===== src/hw/rtl/tcw_pkg.sv =====
// ---------------------------------------------------------------------------
// tcw_pkg
// Shared constants and types of the text console writer: grid geometry,
// field widths, item kinds and the structs passed between the modules.
// ---------------------------------------------------------------------------
package tcw_pkg;

    localparam int COLUMNS    = 80;
    localparam int ROWS       = 25;
    localparam int CELL_COUNT = COLUMNS * ROWS;

    // memory address and cursor coordinate widths
    localparam int CELL_AW = $clog2(CELL_COUNT);
    localparam int COL_W   = $clog2(COLUMNS + 1);
    localparam int ROW_W   = $clog2(ROWS);

    // stream field widths
    localparam int KIND_W   = 2;
    localparam int CODE_W   = 8;
    localparam int ADDR_W   = 11;
    localparam int CELL_W   = 16;
    localparam int COLOUR_W = 8;

    localparam int S_TDATA_W = 24;
    localparam int S_PAD_W   = S_TDATA_W - CODE_W - ADDR_W;
    localparam int M_TDATA_W = 32;
    localparam int M_PAD_W   = M_TDATA_W - ADDR_W - CELL_W;

    localparam logic [COLOUR_W-1:0] COLOUR_RESET = 8'd10;

    localparam logic [CODE_W-1:0] CODE_NEWLINE   = 8'h0a;
    localparam logic [CODE_W-1:0] CODE_BACKSPACE = 8'h08;

    localparam logic [KIND_W-1:0] KIND_PRINT = 2'd0;
    localparam logic [KIND_W-1:0] KIND_EOS   = 2'd1;
    localparam logic [KIND_W-1:0] KIND_READ  = 2'd2;

    typedef struct packed {
        logic [KIND_W-1:0] kind;
        logic [CODE_W-1:0] code;
        logic [ADDR_W-1:0] addr;
    } item_t;

    typedef struct packed {
        logic [ADDR_W-1:0] cursor;
        logic [CELL_W-1:0] data;
    } result_t;

endpackage


===== src/hw/rtl/tcw_seq.sv =====
// ---------------------------------------------------------------------------
// tcw_seq
// Console sequencer: keeps the cursor and drives the cell memory one access
// at a time for writes, reads, backspace row search, scrolling and clearing.
// ---------------------------------------------------------------------------
module tcw_seq (
    input  logic                            aclk,
    input  logic                            aresetn,
    input  logic                            in_valid,
    output logic                            in_ready,
    input  tcw_pkg::item_t                  in_item,
    input  logic [tcw_pkg::COLOUR_W-1:0]    colour,
    output logic                            res_valid,
    input  logic                            res_ready,
    output tcw_pkg::result_t                res,
    output logic                            ram_we,
    output logic [tcw_pkg::CELL_AW-1:0]     ram_waddr,
    output logic [tcw_pkg::CELL_W-1:0]      ram_wdata,
    output logic [tcw_pkg::CELL_AW-1:0]     ram_raddr,
    input  logic [tcw_pkg::CELL_W-1:0]      ram_rdata
);

    typedef enum logic [12:0] {
        S_CLEAR    = 13'b0000000000001,
        S_IDLE     = 13'b0000000000010,
        S_DISPATCH = 13'b0000000000100,
        S_WRITE    = 13'b0000000001000,
        S_WRAP     = 13'b0000000010000,
        S_SCAN_RD  = 13'b0000000100000,
        S_SCAN_CHK = 13'b0000001000000,
        S_SCR_RD   = 13'b0000010000000,
        S_SCR_WR   = 13'b0000100000000,
        S_SCR_CLR  = 13'b0001000000000,
        S_READ_RD  = 13'b0010000000000,
        S_READ_CHK = 13'b0100000000000,
        S_RESULT   = 13'b1000000000000
    } state_t;

    state_t                          state_reg, state_next;
    logic [tcw_pkg::KIND_W-1:0]      kind_reg, kind_next;
    logic [tcw_pkg::CODE_W-1:0]      code_reg, code_next;
    logic [tcw_pkg::ADDR_W-1:0]      addr_reg, addr_next;
    logic [tcw_pkg::COL_W-1:0]       col_reg, col_next;
    logic [tcw_pkg::ROW_W-1:0]       row_reg, row_next;
    logic [tcw_pkg::CELL_AW-1:0]     cnt_reg, cnt_next;
    logic [tcw_pkg::CELL_W-1:0]      data_reg, data_next;
    logic                            adv_reg, adv_next;

    logic [31:0]                     cursor_sum;
    logic [31:0]                     row_base;
    logic [tcw_pkg::CELL_AW-1:0]     cursor_idx;
    logic [tcw_pkg::CELL_W-1:0]      blank;

    assign row_base   = 32'(row_reg) * tcw_pkg::COLUMNS;
    assign cursor_sum = row_base + 32'(col_reg);
    assign cursor_idx = tcw_pkg::CELL_AW'(cursor_sum);
    assign blank      = {colour, {tcw_pkg::CODE_W{1'b0}}};

    assign in_ready   = (state_reg == S_IDLE);
    assign res_valid  = (state_reg == S_RESULT);
    assign res.cursor = tcw_pkg::ADDR_W'(cursor_sum);
    assign res.data   = data_reg;

    always_comb begin
        state_next = state_reg;
        kind_next  = kind_reg;
        code_next  = code_reg;
        addr_next  = addr_reg;
        col_next   = col_reg;
        row_next   = row_reg;
        cnt_next   = cnt_reg;
        data_next  = data_reg;
        adv_next   = adv_reg;
        ram_we     = 1'b0;
        ram_waddr  = cursor_idx;
        ram_wdata  = blank;
        ram_raddr  = cnt_reg;

        unique case (state_reg)
            S_CLEAR: begin
                ram_we    = 1'b1;
                ram_waddr = cnt_reg;
                ram_wdata = '0;
                if (cnt_reg == tcw_pkg::CELL_AW'(tcw_pkg::CELL_COUNT - 1)) begin
                    cnt_next   = '0;
                    state_next = S_IDLE;
                end else begin
                    cnt_next = cnt_reg + 1'b1;
                end
            end
            S_IDLE: begin
                if (in_valid) begin
                    kind_next  = in_item.kind;
                    code_next  = in_item.code;
                    addr_next  = in_item.addr;
                    state_next = S_DISPATCH;
                end
            end
            S_DISPATCH: begin
                data_next = '0;
                adv_next  = 1'b0;
                case (kind_reg)
                    tcw_pkg::KIND_PRINT: begin
                        if (code_reg == tcw_pkg::CODE_NEWLINE) begin
                            // column at the limit makes the wrap step move down a row
                            if (col_reg != '0) begin
                                col_next = tcw_pkg::COL_W'(tcw_pkg::COLUMNS);
                            end
                            state_next = S_WRAP;
                        end else if (code_reg == tcw_pkg::CODE_BACKSPACE) begin
                            if (col_reg != '0) begin
                                col_next   = col_reg - 1'b1;
                                state_next = S_WRITE;
                            end else if (row_reg != '0) begin
                                row_next   = row_reg - 1'b1;
                                cnt_next   = '0;
                                state_next = S_SCAN_RD;
                            end else begin
                                state_next = S_WRITE;
                            end
                        end else begin
                            adv_next   = 1'b1;
                            state_next = S_WRITE;
                        end
                    end
                    tcw_pkg::KIND_EOS: begin
                        state_next = S_WRITE;
                    end
                    tcw_pkg::KIND_READ: begin
                        if (32'(addr_reg) < tcw_pkg::CELL_COUNT) begin
                            state_next = S_READ_RD;
                        end else begin
                            state_next = S_RESULT;
                        end
                    end
                    default: begin
                        state_next = S_RESULT;
                    end
                endcase
            end
            S_SCAN_RD: begin
                ram_raddr  = tcw_pkg::CELL_AW'(row_base + 32'(cnt_reg));
                state_next = S_SCAN_CHK;
            end
            S_SCAN_CHK: begin
                // first empty cell of the row, or the last column
                if (ram_rdata == '0 ||
                    cnt_reg == tcw_pkg::CELL_AW'(tcw_pkg::COLUMNS - 1)) begin
                    col_next   = tcw_pkg::COL_W'(cnt_reg);
                    state_next = S_WRITE;
                end else begin
                    cnt_next   = cnt_reg + 1'b1;
                    state_next = S_SCAN_RD;
                end
            end
            S_WRITE: begin
                ram_we    = 1'b1;
                ram_waddr = cursor_idx;
                ram_wdata = adv_reg ? {colour, code_reg} : blank;
                if (adv_reg) begin
                    col_next = col_reg + 1'b1;
                end
                state_next = S_WRAP;
            end
            S_WRAP: begin
                if (col_reg == tcw_pkg::COL_W'(tcw_pkg::COLUMNS)) begin
                    col_next = '0;
                    if (row_reg == tcw_pkg::ROW_W'(tcw_pkg::ROWS - 1)) begin
                        cnt_next   = '0;
                        state_next = S_SCR_RD;
                    end else begin
                        row_next   = row_reg + 1'b1;
                        state_next = S_RESULT;
                    end
                end else begin
                    state_next = S_RESULT;
                end
            end
            S_SCR_RD: begin
                ram_raddr  = tcw_pkg::CELL_AW'(32'(cnt_reg) + tcw_pkg::COLUMNS);
                state_next = S_SCR_WR;
            end
            S_SCR_WR: begin
                ram_we    = 1'b1;
                ram_waddr = cnt_reg;
                ram_wdata = ram_rdata;
                if (cnt_reg == tcw_pkg::CELL_AW'(tcw_pkg::CELL_COUNT - tcw_pkg::COLUMNS - 1))
                begin
                    cnt_next   = tcw_pkg::CELL_AW'(tcw_pkg::CELL_COUNT - tcw_pkg::COLUMNS);
                    state_next = S_SCR_CLR;
                end else begin
                    cnt_next   = cnt_reg + 1'b1;
                    state_next = S_SCR_RD;
                end
            end
            S_SCR_CLR: begin
                ram_we    = 1'b1;
                ram_waddr = cnt_reg;
                ram_wdata = '0;
                if (cnt_reg == tcw_pkg::CELL_AW'(tcw_pkg::CELL_COUNT - 1)) begin
                    state_next = S_RESULT;
                end else begin
                    cnt_next = cnt_reg + 1'b1;
                end
            end
            S_READ_RD: begin
                ram_raddr  = tcw_pkg::CELL_AW'(addr_reg);
                state_next = S_READ_CHK;
            end
            S_READ_CHK: begin
                data_next  = ram_rdata;
                state_next = S_RESULT;
            end
            S_RESULT: begin
                if (res_ready) begin
                    state_next = S_IDLE;
                end
            end
            default: begin
                state_next = S_IDLE;
            end
        endcase
    end

    always_ff @(posedge aclk) begin
        if (!aresetn) begin
            state_reg <= S_CLEAR;
            col_reg   <= '0;
            row_reg   <= '0;
            cnt_reg   <= '0;
        end else begin
            state_reg <= state_next;
            col_reg   <= col_next;
            row_reg   <= row_next;
            cnt_reg   <= cnt_next;
        end
    end

    always_ff @(posedge aclk) begin
        kind_reg <= kind_next;
        code_reg <= code_next;
        addr_reg <= addr_next;
        data_reg <= data_next;
        adv_reg  <= adv_next;
    end

endmodule


===== config.mk =====
export PLATFORM = sky130hd
export DESIGN_NAME = tcw_seq
export DESIGN_NICKNAME = d
export VERILOG_FILES = /design/src/hw/rtl/tcw_pkg.sv /design/src/hw/rtl/tcw_seq.sv
export SDC_FILE = /design/constraint.sdc
export NUM_CORES = 1
export LEC_CHECK = 0
export BUFFER_PORTS_ARGS = -buffer_cell sky130_fd_sc_hd__buf_2
export CAP_MARGIN = 20
export CORE_AREA = 5 5 104 106
export CTS_CLUSTER_SIZE = 25
export DETAILED_ROUTE_END_ITERATION = 6
export DIE_AREA = 0 0 109 111
export HOLD_SLACK_MARGIN = 0.15
export PLACE_DENSITY = 0.81
export SKIP_CTS_REPAIR_TIMING = 1
export SYNTH_ARGS = -nofsm -noshare
export SYNTH_HDL_FRONTEND = slang
export SYNTH_SLANG_ARGS = --single-unit
export TNS_END_PERCENT = 100

===== constraint.sdc =====
create_clock -name aclk -period 7.1 [get_ports aclk]
set_clock_uncertainty 0.15 [all_clocks]
set_input_delay 0.355 -clock aclk [delete_from_list [all_inputs] [get_ports aclk]]
set_output_delay 0.355 -clock aclk [all_outputs]
set_load 0.01 [all_outputs]

==> results of run 1 <==
## cell usage after synthesis (all sizes together) (17+ instances only)
cell type	number
dfxtp	36
o21ai	19
edfxtp	38
ha	22
nand3	27
inv	17
a21oi	22
buf	19
nand2	58
nor2	42
nor3	23
and2	25
## routing by layer
layer  wire length, um  global-route usage (%)
met2              7450                    40.3
met1              5920                    30.8
met4               462                    9.43
met5                 0                       0
met3              1180                    4.37
## worst reg2reg max path, cell delays in order, from the launching register on
cell and delay [ps]:
dfxtp_1 430, nor4_4 680, nand2_1 220, nor3_2 660
or2_1 640, nor2_1 190, a311oi_2 310, o21a_1 140
## path summary, 6_finish.rpt
path	slack, ps	start	cells after the start	endpoint
worst max-delay path	2570	state_reg[10]	15	ram_raddr[10]
worst min-delay path	150	ram_rdata[11]	2	data_reg[11]
worst max register to register	3620	state_reg[4]	7	state_reg[12]
worst min register to register	430	state_reg[9]	2	state_reg[9]
## area by class of cell
| cell class | instances | share of cell area [%] |
|---|---|---|
| repair buffers | 142 | 13.4 |
| multi-input cells | 439 | 49.7 |
| clock inverters | 7 | 1.01 |
| clock buffers | 9 | 2.00 |
| diodes | 1 | 0.0405 |
| well taps | 133 | 2.69 |
| inverters | 17 | 1.03 |
| flip-flops and latches | 74 | 30.1 |
## cells by family (layout without fill, tap and decap cells)
group,count (synthesis),after routing
AND/OR/NAND/NOR,255,255
AO/OA/AOI/OAI,117,117
flip-flops,74,74
buffers and inverters,50,175
XOR/XNOR,27,27
adder cells (fa/ha/maj),26,26
multiplexers,14,14
other,0,1
## through the flow
stage	power [W]	setup slack (ps)
2_1_floorplan	0.000555	3520
3_3_place_gp	0.000599	3100
3_5_place_dp	0.000601	3000
4_1_cts	0.000910	2590
5_1_grt	0.000955	2240
6_report	0.000921	2570
## power breakdown
group          internal (W)  total (W)  leakage, nW  switching (W)
clock              0.000133   0.000318       0.0855       0.000185
sequential         0.000455   0.000470        0.674      0.0000145
combinational     0.0000566   0.000133         2.04      0.0000767
total              0.000645   0.000921         2.80       0.000276
==> impl_metrics.env, run 1 <==
export IMPL_synth_adder_area_share_pct=6.84
export IMPL_core_area_um2=9680
export IMPL_yosys_area_share_simple_pct=28.0
export IMPL_finalSetupViolations=0
export IMPL_antenna_found_initial=1
export IMPL_powerDensity_nw_per_um2=149
export IMPL_grt_pass1_vias=4674
export IMPL_die_area_um2=12100
export IMPL_wl_um=15000
export IMPL_worstSetupStartpointType="register"
export IMPL_yosys_most_used_dff="edfxtp_1"
export IMPL_synth_top_area_share_pct=22.0
export IMPL_cap_violations=0
export IMPL_synth_xor_area_share_pct=4.55
export IMPL_setup_worst_path_end_class="output port"
export IMPL_yosysSeqAreaShare_pct=35.8
export IMPL_cp_max_fo=18
export IMPL_outcome="finished, final reports clean"
export IMPL_multi_input_area_um2=3070
export IMPL_cp_slowest_cell="nor3_4"
export IMPL_fill_cells=792
export IMPL_synth_area_per_cell_um2=9.23
export IMPL_die_x_um=109
export IMPL_placed_cells_incl_taps=780
export IMPL_largest_register_ffs=16
export IMPL_synth_edff_count=38
export IMPL_cp_cell_sequence="nor3_4, nand3_2, or3_1, nand2b_1, ha_1, inv_1, fa_1, nor2b_1, o21ai_0, nand2b_1, a31oi_1, xnor2_1, a21o_1, a21o_1, buf_2"
export IMPL_drive_gt1_share_pct=25.9
export IMPL_crit_buf_inv=2
export IMPL_ctsRootBufferMaster="clkbuf_8"
export IMPL_ios=117
export IMPL_cts_made_buffers=9
export IMPL_synth_compound_area_share_pct=16.8
export IMPL_p_leak_nw=2.80
export IMPL_grt_max_degree=24
export IMPL_crit_required_ps=6590
export IMPL_rows=36
export IMPL_start_util_pct=53.6
export IMPL_grt_first_pass_wirelength_um=23300
export IMPL_grtUsageTotal_pct=24.2
export IMPL_synth_area_leader_cell="edfxtp_1"
export IMPL_final_util_pct=63.8
export IMPL_cts_htree_levels=3
export IMPL_relSlewSlack_pct=34.0
export IMPL_yosys_warnings=0
export IMPL_critPathArrivalTime_ps=4020
export IMPL_final_common_cell="buf_2"
export IMPL_drc_errors=0
export IMPL_yosys_top_cells_area="edfxtp_1 22%, dfxtp_1 14%, ha_1 5.3%, nand2_1 4.2%, and2_1 3.0%"
export IMPL_synth_nets=638
export IMPL_clk_pin_slew_worst_paths_ps=90
export IMPL_hp_class="in2reg"
export IMPL_drv_slew=0
export IMPL_synth_mux_area_share_pct=2.91
export IMPL_drtIter0Drc=302
export IMPL_cts_buffer_depth=2
export IMPL_most_common_layout_cells="116 x buf_2, 58 x nand2_1, 41 x nor2_1"
export IMPL_synth_area_um2=5190
export IMPL_worstSkewPairLatency_ps=360
export IMPL_vdd_ir_drop_worst_uv=150
export IMPL_synth_cell_type_count=77
export IMPL_tightest_slew_ps=990
export IMPL_postPlaceCellArea_um2=5750
export IMPL_die_h_um=111
export IMPL_area_delta_synth_final_pct=19.0
export IMPL_regArea_um2=1860
export IMPL_holdWs_ps=152
export IMPL_vias=4964
export IMPL_hold_viol=0
export IMPL_firstDrtPassIters=7
export IMPL_io_buffers=116
export IMPL_routedWlPerCell_um=18.3
export IMPL_synth_top_family_by_area="simple AND/OR/NAND/NOR gates"
export IMPL_clock_sinks=74
export IMPL_synth_cells=563
export IMPL_instances_no_fill=822
export IMPL_critPathMaxStageDelay_ps=600
export IMPL_cts_tree="yes"
export IMPL_fin_crit_sh_pct=63.8
export IMPL_critPathKind="reg2out"
export IMPL_fin_setup_tns_ps=0
export IMPL_hpwl_um=11000
export IMPL_layout_nets=758
export IMPL_ys_async_sr_fraction_pct=0
export IMPL_max_freq_mhz=221
export IMPL_gp_congestion=0.933
export IMPL_rsz0062_at_grt="false"
export IMPL_grt_overflow_total=0
export IMPL_ys_ff_latch=74
export IMPL_cpLargestDelayFamily="simple AND/OR/NAND/NOR gates"
export IMPL_min_period_ps=4530
export IMPL_final_area_um2=6180
export IMPL_postRouteAntennaNets=0
export IMPL_via_per_inst=6.04
Note: power is estimated with default switching activity, not from simulation.
==> inputs of run 2 (changes only) <==
--- a/config.mk
+++ b/config.mk
@@ -7,12 +7,12 @@
 export LEC_CHECK = 0
 export BUFFER_PORTS_ARGS = -buffer_cell sky130_fd_sc_hd__buf_2
 export CAP_MARGIN = 20
-export CORE_AREA = 5 5 104 106
+export CORE_AREA = 5 5 108 110
 export CTS_CLUSTER_SIZE = 25
 export DETAILED_ROUTE_END_ITERATION = 6
-export DIE_AREA = 0 0 109 111
+export DIE_AREA = 0 0 113 115
 export HOLD_SLACK_MARGIN = 0.15
-export PLACE_DENSITY = 0.81
+export PLACE_DENSITY = 0.79
 export SKIP_CTS_REPAIR_TIMING = 1
 export SYNTH_ARGS = -nofsm -noshare
 export SYNTH_HDL_FRONTEND = slang
==> constraint.sdc (replaced) <==
create_clock -name aclk -period 3.8 [get_ports aclk]
set_clock_uncertainty 0.15 [all_clocks]
set_input_delay 0.19 -clock aclk [delete_from_list [all_inputs] [get_ports aclk]]
set_output_delay 0.19 -clock aclk [all_outputs]
set_load 0.01 [all_outputs]
==> impl_metrics.env, run 2 (synthesis results as in run 1) <==
export IMPL_cp_max_fo=7
export IMPL_layout_nets=790
export IMPL_critPathArrivalTime_ps=3540
export IMPL_gp_congestion=0.920
export IMPL_fin_crit_sh_pct=102
export IMPL_die_area_um2=13000
export IMPL_grt_overflow_total=0
export IMPL_critPathKind="reg2out"
export IMPL_start_util_pct=49.0
export IMPL_grt_pass1_vias=4808
export IMPL_cts_made_buffers=9
export IMPL_vias=5202
export IMPL_routedWlPerCell_um=19.6
export IMPL_min_period_ps=3880
export IMPL_die_h_um=115
export IMPL_via_per_inst=6.04
export IMPL_hold_viol=0
export IMPL_die_x_um=113
export IMPL_failed_checks="setup timing"
export IMPL_clock_sinks=74
export IMPL_switching_power_w=0.000506
export IMPL_most_common_layout_cells="116 x buf_2, 58 x nand2_1, 41 x nor2_1"
export IMPL_drive_gt1_share_pct=28.2
export IMPL_area_delta_synth_final_pct=25.7
export IMPL_internal_power_w=0.00130
export IMPL_p_leak_nw=2.96
export IMPL_cts_htree_levels=3
export IMPL_ff2ff_path_depth=7
export IMPL_outcome="complete, but fails checks"
export IMPL_drv_slew=0
export IMPL_cts_buffer_depth=2
export IMPL_wl_um=16900
export IMPL_holdWs_ps=394
export IMPL_p_seq_share_pct=48.4
export IMPL_worstSetupStartpointType="register"
export IMPL_p_sw_share_pct=28.0
export IMPL_worst_slack_ps=-78.7
export IMPL_tightest_slew_ps=1020
export IMPL_fin_setup_tns_ps=-78.7
export IMPL_finalSetupViolations=1
export IMPL_core_area_um2=10600
export IMPL_vdd_ir_drop_worst_uv=192
export IMPL_ios=117
export IMPL_cap_violations=0
export IMPL_hpwl_um=12000
export IMPL_regArea_um2=1870
export IMPL_worstSkewPairLatency_ps=370
export IMPL_powerDensity_nw_per_um2=277
export IMPL_hold_depth=2
export IMPL_rows=38
export IMPL_max_freq_mhz=258
export IMPL_cts_tree="yes"
export IMPL_rsz0062_at_grt="true"
export IMPL_crit_required_ps=3460
export IMPL_antenna_found_initial=1
export IMPL_fill_cells=886
export IMPL_drc_errors=0
export IMPL_hp_class="in2reg"
export IMPL_clk_pin_slew_worst_paths_ps=90
export IMPL_setup_worst_path_end_class="output port"
export IMPL_relSlewSlack_pct=31.4
export IMPL_grt_first_pass_wirelength_um=24600
export IMPL_largest_register_ffs=16
export IMPL_pre_cts_ws_ps=142
export IMPL_firstDrtPassIters=5
export IMPL_drtIter0Drc=513
export IMPL_ctsRootBufferMaster="clkbuf_8"
export IMPL_grt_max_degree=24
export IMPL_io_buffers=116
export IMPL_postRouteAntennaNets=0
export IMPL_grtUsageTotal_pct=23.7
export IMPL_power_w=0.00180
export IMPL_clkPwrFrac_pct=35.5
export IMPL_final_common_cell="buf_2"
export IMPL_pwr_share_comb_pct=16.1
export IMPL_multi_input_area_um2=3100
-- run 2: cell count changes in the layout (fill, tap and decap cells not counted), sizes merged --
cell         delta
buf            +15
bufinv          +1
clkinvlp        -1
dlygate4sd3    +18
inv             -1
-- run 2: final timing paths --
| kind | startpoint | slack (ps) | end |
|---|---|---|---|
| worst max-delay path | state_reg[1] | -80 | ram_raddr[10] |
| worst min-delay path | in_item[17] | 390 | code_reg[6] |
| worst max register to register | code_reg[4] | 580 | cnt_reg[8] |
| worst min register to register | state_reg[0] | 420 | state_reg[0] |
-- run 2: critical path, cell delays in order (launching register included) --
cell      delay (ps)
dfxtp_4          380
nor4_4           430
nand3_2          150
or3_4            390
nand2b_1          90
ha_2             180
inv_2             40
fa_2             370
nor2b_2          120
o21ai_1           60
nand2b_1         130
a31oi_2          120
xnor2_1          280
o31ai_1          120
a21o_1           160
buf_2            140
-- run 2: area by class of cell --
class	count	area share (%)
sequential	74	28.6
clock buffer	10	2.11
multi-input combinational	439	47.5
tap	140	2.68
timing repair buffer	174	17.1
clock inverter	6	0.978
inverter	17	0.978
antenna	1	0.0383
-- run 2: power groups by stage --
stage                     combinational (W)  sequential, W  clock (W)
final                              0.000290       0.000873   0.000641
after global routing               0.000311       0.000875   0.000676
after CTS                          0.000248       0.000872   0.000642
after detailed placement           0.000247       0.000890          0
after global placement             0.000241       0.000889          0
after floorplan                    0.000157       0.000879          0
-- run 2: through the flow --
stage	util (%)	instances	cell area (um2)
CTS	57.2	817	6070
floorplan	-	563	5190
detailed placement	55.3	801	5870
finish	61.6	861	6530
global route	61.6	861	6530
global placement	55.3	801	5870
-- run 2: metal layers --
metal / global-route usage, % / wire (um)
met1: 29.2 / 6490
met2: 41.4 / 8690
met3: 4.32 / 1220
met4: 9.38 / 473
met5: 0 / 0
==> inputs of run 3 (changes only) <==
==> constraint.sdc (replaced) <==
create_clock -name aclk -period 3.8 [get_ports aclk]
set_clock_uncertainty 0.15 [all_clocks]
set_input_delay 0.19 -clock aclk [delete_from_list [all_inputs] [get_ports aclk]]
set_output_delay 0.19 -clock aclk [all_outputs]
set_load 0.05 [all_outputs]
==> impl_metrics.env, run 3 (synthesis results as in run 1) <==
export IMPL_outcome="finished, final reports clean"
export IMPL_powerDensity_nw_per_um2=283
export IMPL_tightest_slew_ps=952
export IMPL_routedWlPerCell_um=18.9
export IMPL_most_common_layout_cells="114 x buf_2, 58 x nand2_1, 40 x nor2_1, 40 x dlygate4sd3_1, 38 x edfxtp_1"
export IMPL_fin_crit_sh_pct=97.0
export IMPL_relSlewSlack_pct=35.7
export IMPL_cp_cell_sequence="ha_1, ha_1, fa_1, xor2_2, and2_1, ha_4, a21o_1, a31oi_4, xnor2_2, a21o_1, a21o_1, buf_6"
export IMPL_cp_slowest_cell="fa_1"
export IMPL_cts_tree="yes"
export IMPL_antenna_found_initial=0
export IMPL_die_x_um=113
export IMPL_cp_max_fo=6
export IMPL_critPathKind="reg2out"
export IMPL_area_delta_synth_final_pct=27.0
export IMPL_multi_input_area_um2=3130
export IMPL_drv_slew=0
export IMPL_largest_register_ffs=16
export IMPL_regArea_um2=1880
export IMPL_worstSetupStartpointType="register"
export IMPL_fill_cells=852
export IMPL_hp_class="in2reg"
export IMPL_grtUsageTotal_pct=22.7
export IMPL_p_leak_nw=2.98
export IMPL_grt_max_degree=24
export IMPL_cap_violations=0
export IMPL_drtIter0Drc=324
export IMPL_setup_worst_path_end_class="output port"
export IMPL_hold_viol=0
export IMPL_final_common_cell="buf_2"
export IMPL_instances_no_fill=862
export IMPL_start_util_pct=49.0
export IMPL_die_h_um=115
export IMPL_placed_cells_incl_taps=802
export IMPL_cts_made_buffers=9
export IMPL_num_antenna_cells=0
export IMPL_finalSetupViolations=0
export IMPL_min_period_ps=3690
export IMPL_ctsRootBufferMaster="clkbuf_8"
export IMPL_via_per_inst=5.93
export IMPL_die_area_um2=13000
export IMPL_cts_buffer_depth=2
export IMPL_gp_congestion=0.938
export IMPL_postRouteAntennaNets=0
export IMPL_io_buffers=116
export IMPL_pre_cts_ws_ps=245
export IMPL_reg2reg_from="code_reg[4]"
export IMPL_grt_pass1_vias=4719
export IMPL_worstSkewPairLatency_ps=360
export IMPL_critPathMaxStageDelay_ps=420
export IMPL_vias=5109
export IMPL_crit_top_cell="a21o_1"
export IMPL_layout_nets=792
export IMPL_firstDrtPassIters=6
export IMPL_hp_start="in_item[7]"
export IMPL_clk_pin_slew_worst_paths_ps=90
export IMPL_holdWs_ps=388
export IMPL_crit_reg2reg_capture="cnt_reg[4]"
export IMPL_vdd_ir_drop_worst_uv=397
export IMPL_hpwl_um=11500
export IMPL_rows=38
export IMPL_hold_depth=2
export IMPL_ff2ff_setup_slack_ps=690
export IMPL_max_freq_mhz=271
export IMPL_ios=117
export IMPL_ff2ff_path_depth=7
export IMPL_crit_required_ps=3460
export IMPL_drive_gt1_share_pct=28.9
export IMPL_grt_overflow_total=0
export IMPL_min_to="addr_reg[7]"
export IMPL_worst_slack_ps=113
export IMPL_grt_first_pass_wirelength_um=23600
export IMPL_critPathArrivalTime_ps=3350
export IMPL_clock_sinks=74
export IMPL_wl_um=16300
export IMPL_drc_errors=0
export IMPL_cts_htree_levels=3
export IMPL_core_area_um2=10600
[run 3: cell types whose count changed in the layout (fill, tap and decap cells not counted), sizes merged]
cell / previous run / this run
diode: 1 / 0
clkinv: 2 / 5
buf: 134 / 136
clkbuf: 10 / 9
clkinvlp: 2 / 0
[run 3: how the worst max path moves through the flow]
stage | startpoint | cells after the start | end | slack (ps)
final | row_reg[3] | 12 | ram_raddr[10] | 110
after CTS | row_reg[1] | 12 | ram_raddr[10] | -150
after floorplan | state_reg[2] | 14 | ram_raddr[9] | 40
after global routing | row_reg[3] | 12 | ram_raddr[10] | -40
after detailed placement | row_reg[1] | 12 | ram_raddr[10] | 240
after global placement | state_reg[2] | 15 | ram_raddr[10] | 420
[run 3: metrics by stage]
| step | setup TNS (ps) | util, % | total power [W] | cell area [um2] |
|---|---|---|---|---|
| 3_3_place_gp | 0 | 55.4 | 0.00120 | 5870 |
| 4_1_cts | -177 | 57.3 | 0.00182 | 6080 |
| 2_1_floorplan | 0 | - | 0.00111 | 5190 |
| 5_1_grt | -40.5 | 62.2 | 0.00193 | 6600 |
| 6_report | 0 | 62.2 | 0.00187 | 6600 |
| 3_5_place_dp | 0 | 55.4 | 0.00120 | 5870 |
[run 3: per-layer routing]
metal / vias to the layer above / GRT usage (%) / part of all wire, %
met5: - / 0 / 0
met4: 0 / 8.57 / 3.1
met3: 44 / 5.05 / 6.8
met2: 253 / 38.8 / 51
met1: 2423 / 28.2 / 39
li1: 2389 / - / -
[run 3: power breakdown]
group / internal [W] / switching (W) / total [W]
sequential: 0.000850 / 0.0000191 / 0.000869
combinational: 0.000128 / 0.000230 / 0.000358
clock: 0.000308 / 0.000332 / 0.000640
total: 0.00129 / 0.000581 / 0.00187
[run 3: layout make-up]
cell class,instances,share of cell area [%]
clock buffers,9,1.88
repair buffers,176,17.3
well taps,140,2.66
inverters,17,0.968
flip-flops and latches,74,28.5
multi-input cells,439,47.5
clock inverters,7,1.18
[run 3: critical path, delay by kind of cell (launching register included)]
kind            cells  cell delay [ps]
compound gates      4              740
buf+inv             1              150
xor+xnor            2              350
fa+ha+maj           4             1180
simple gates        1              210
flops               1              360
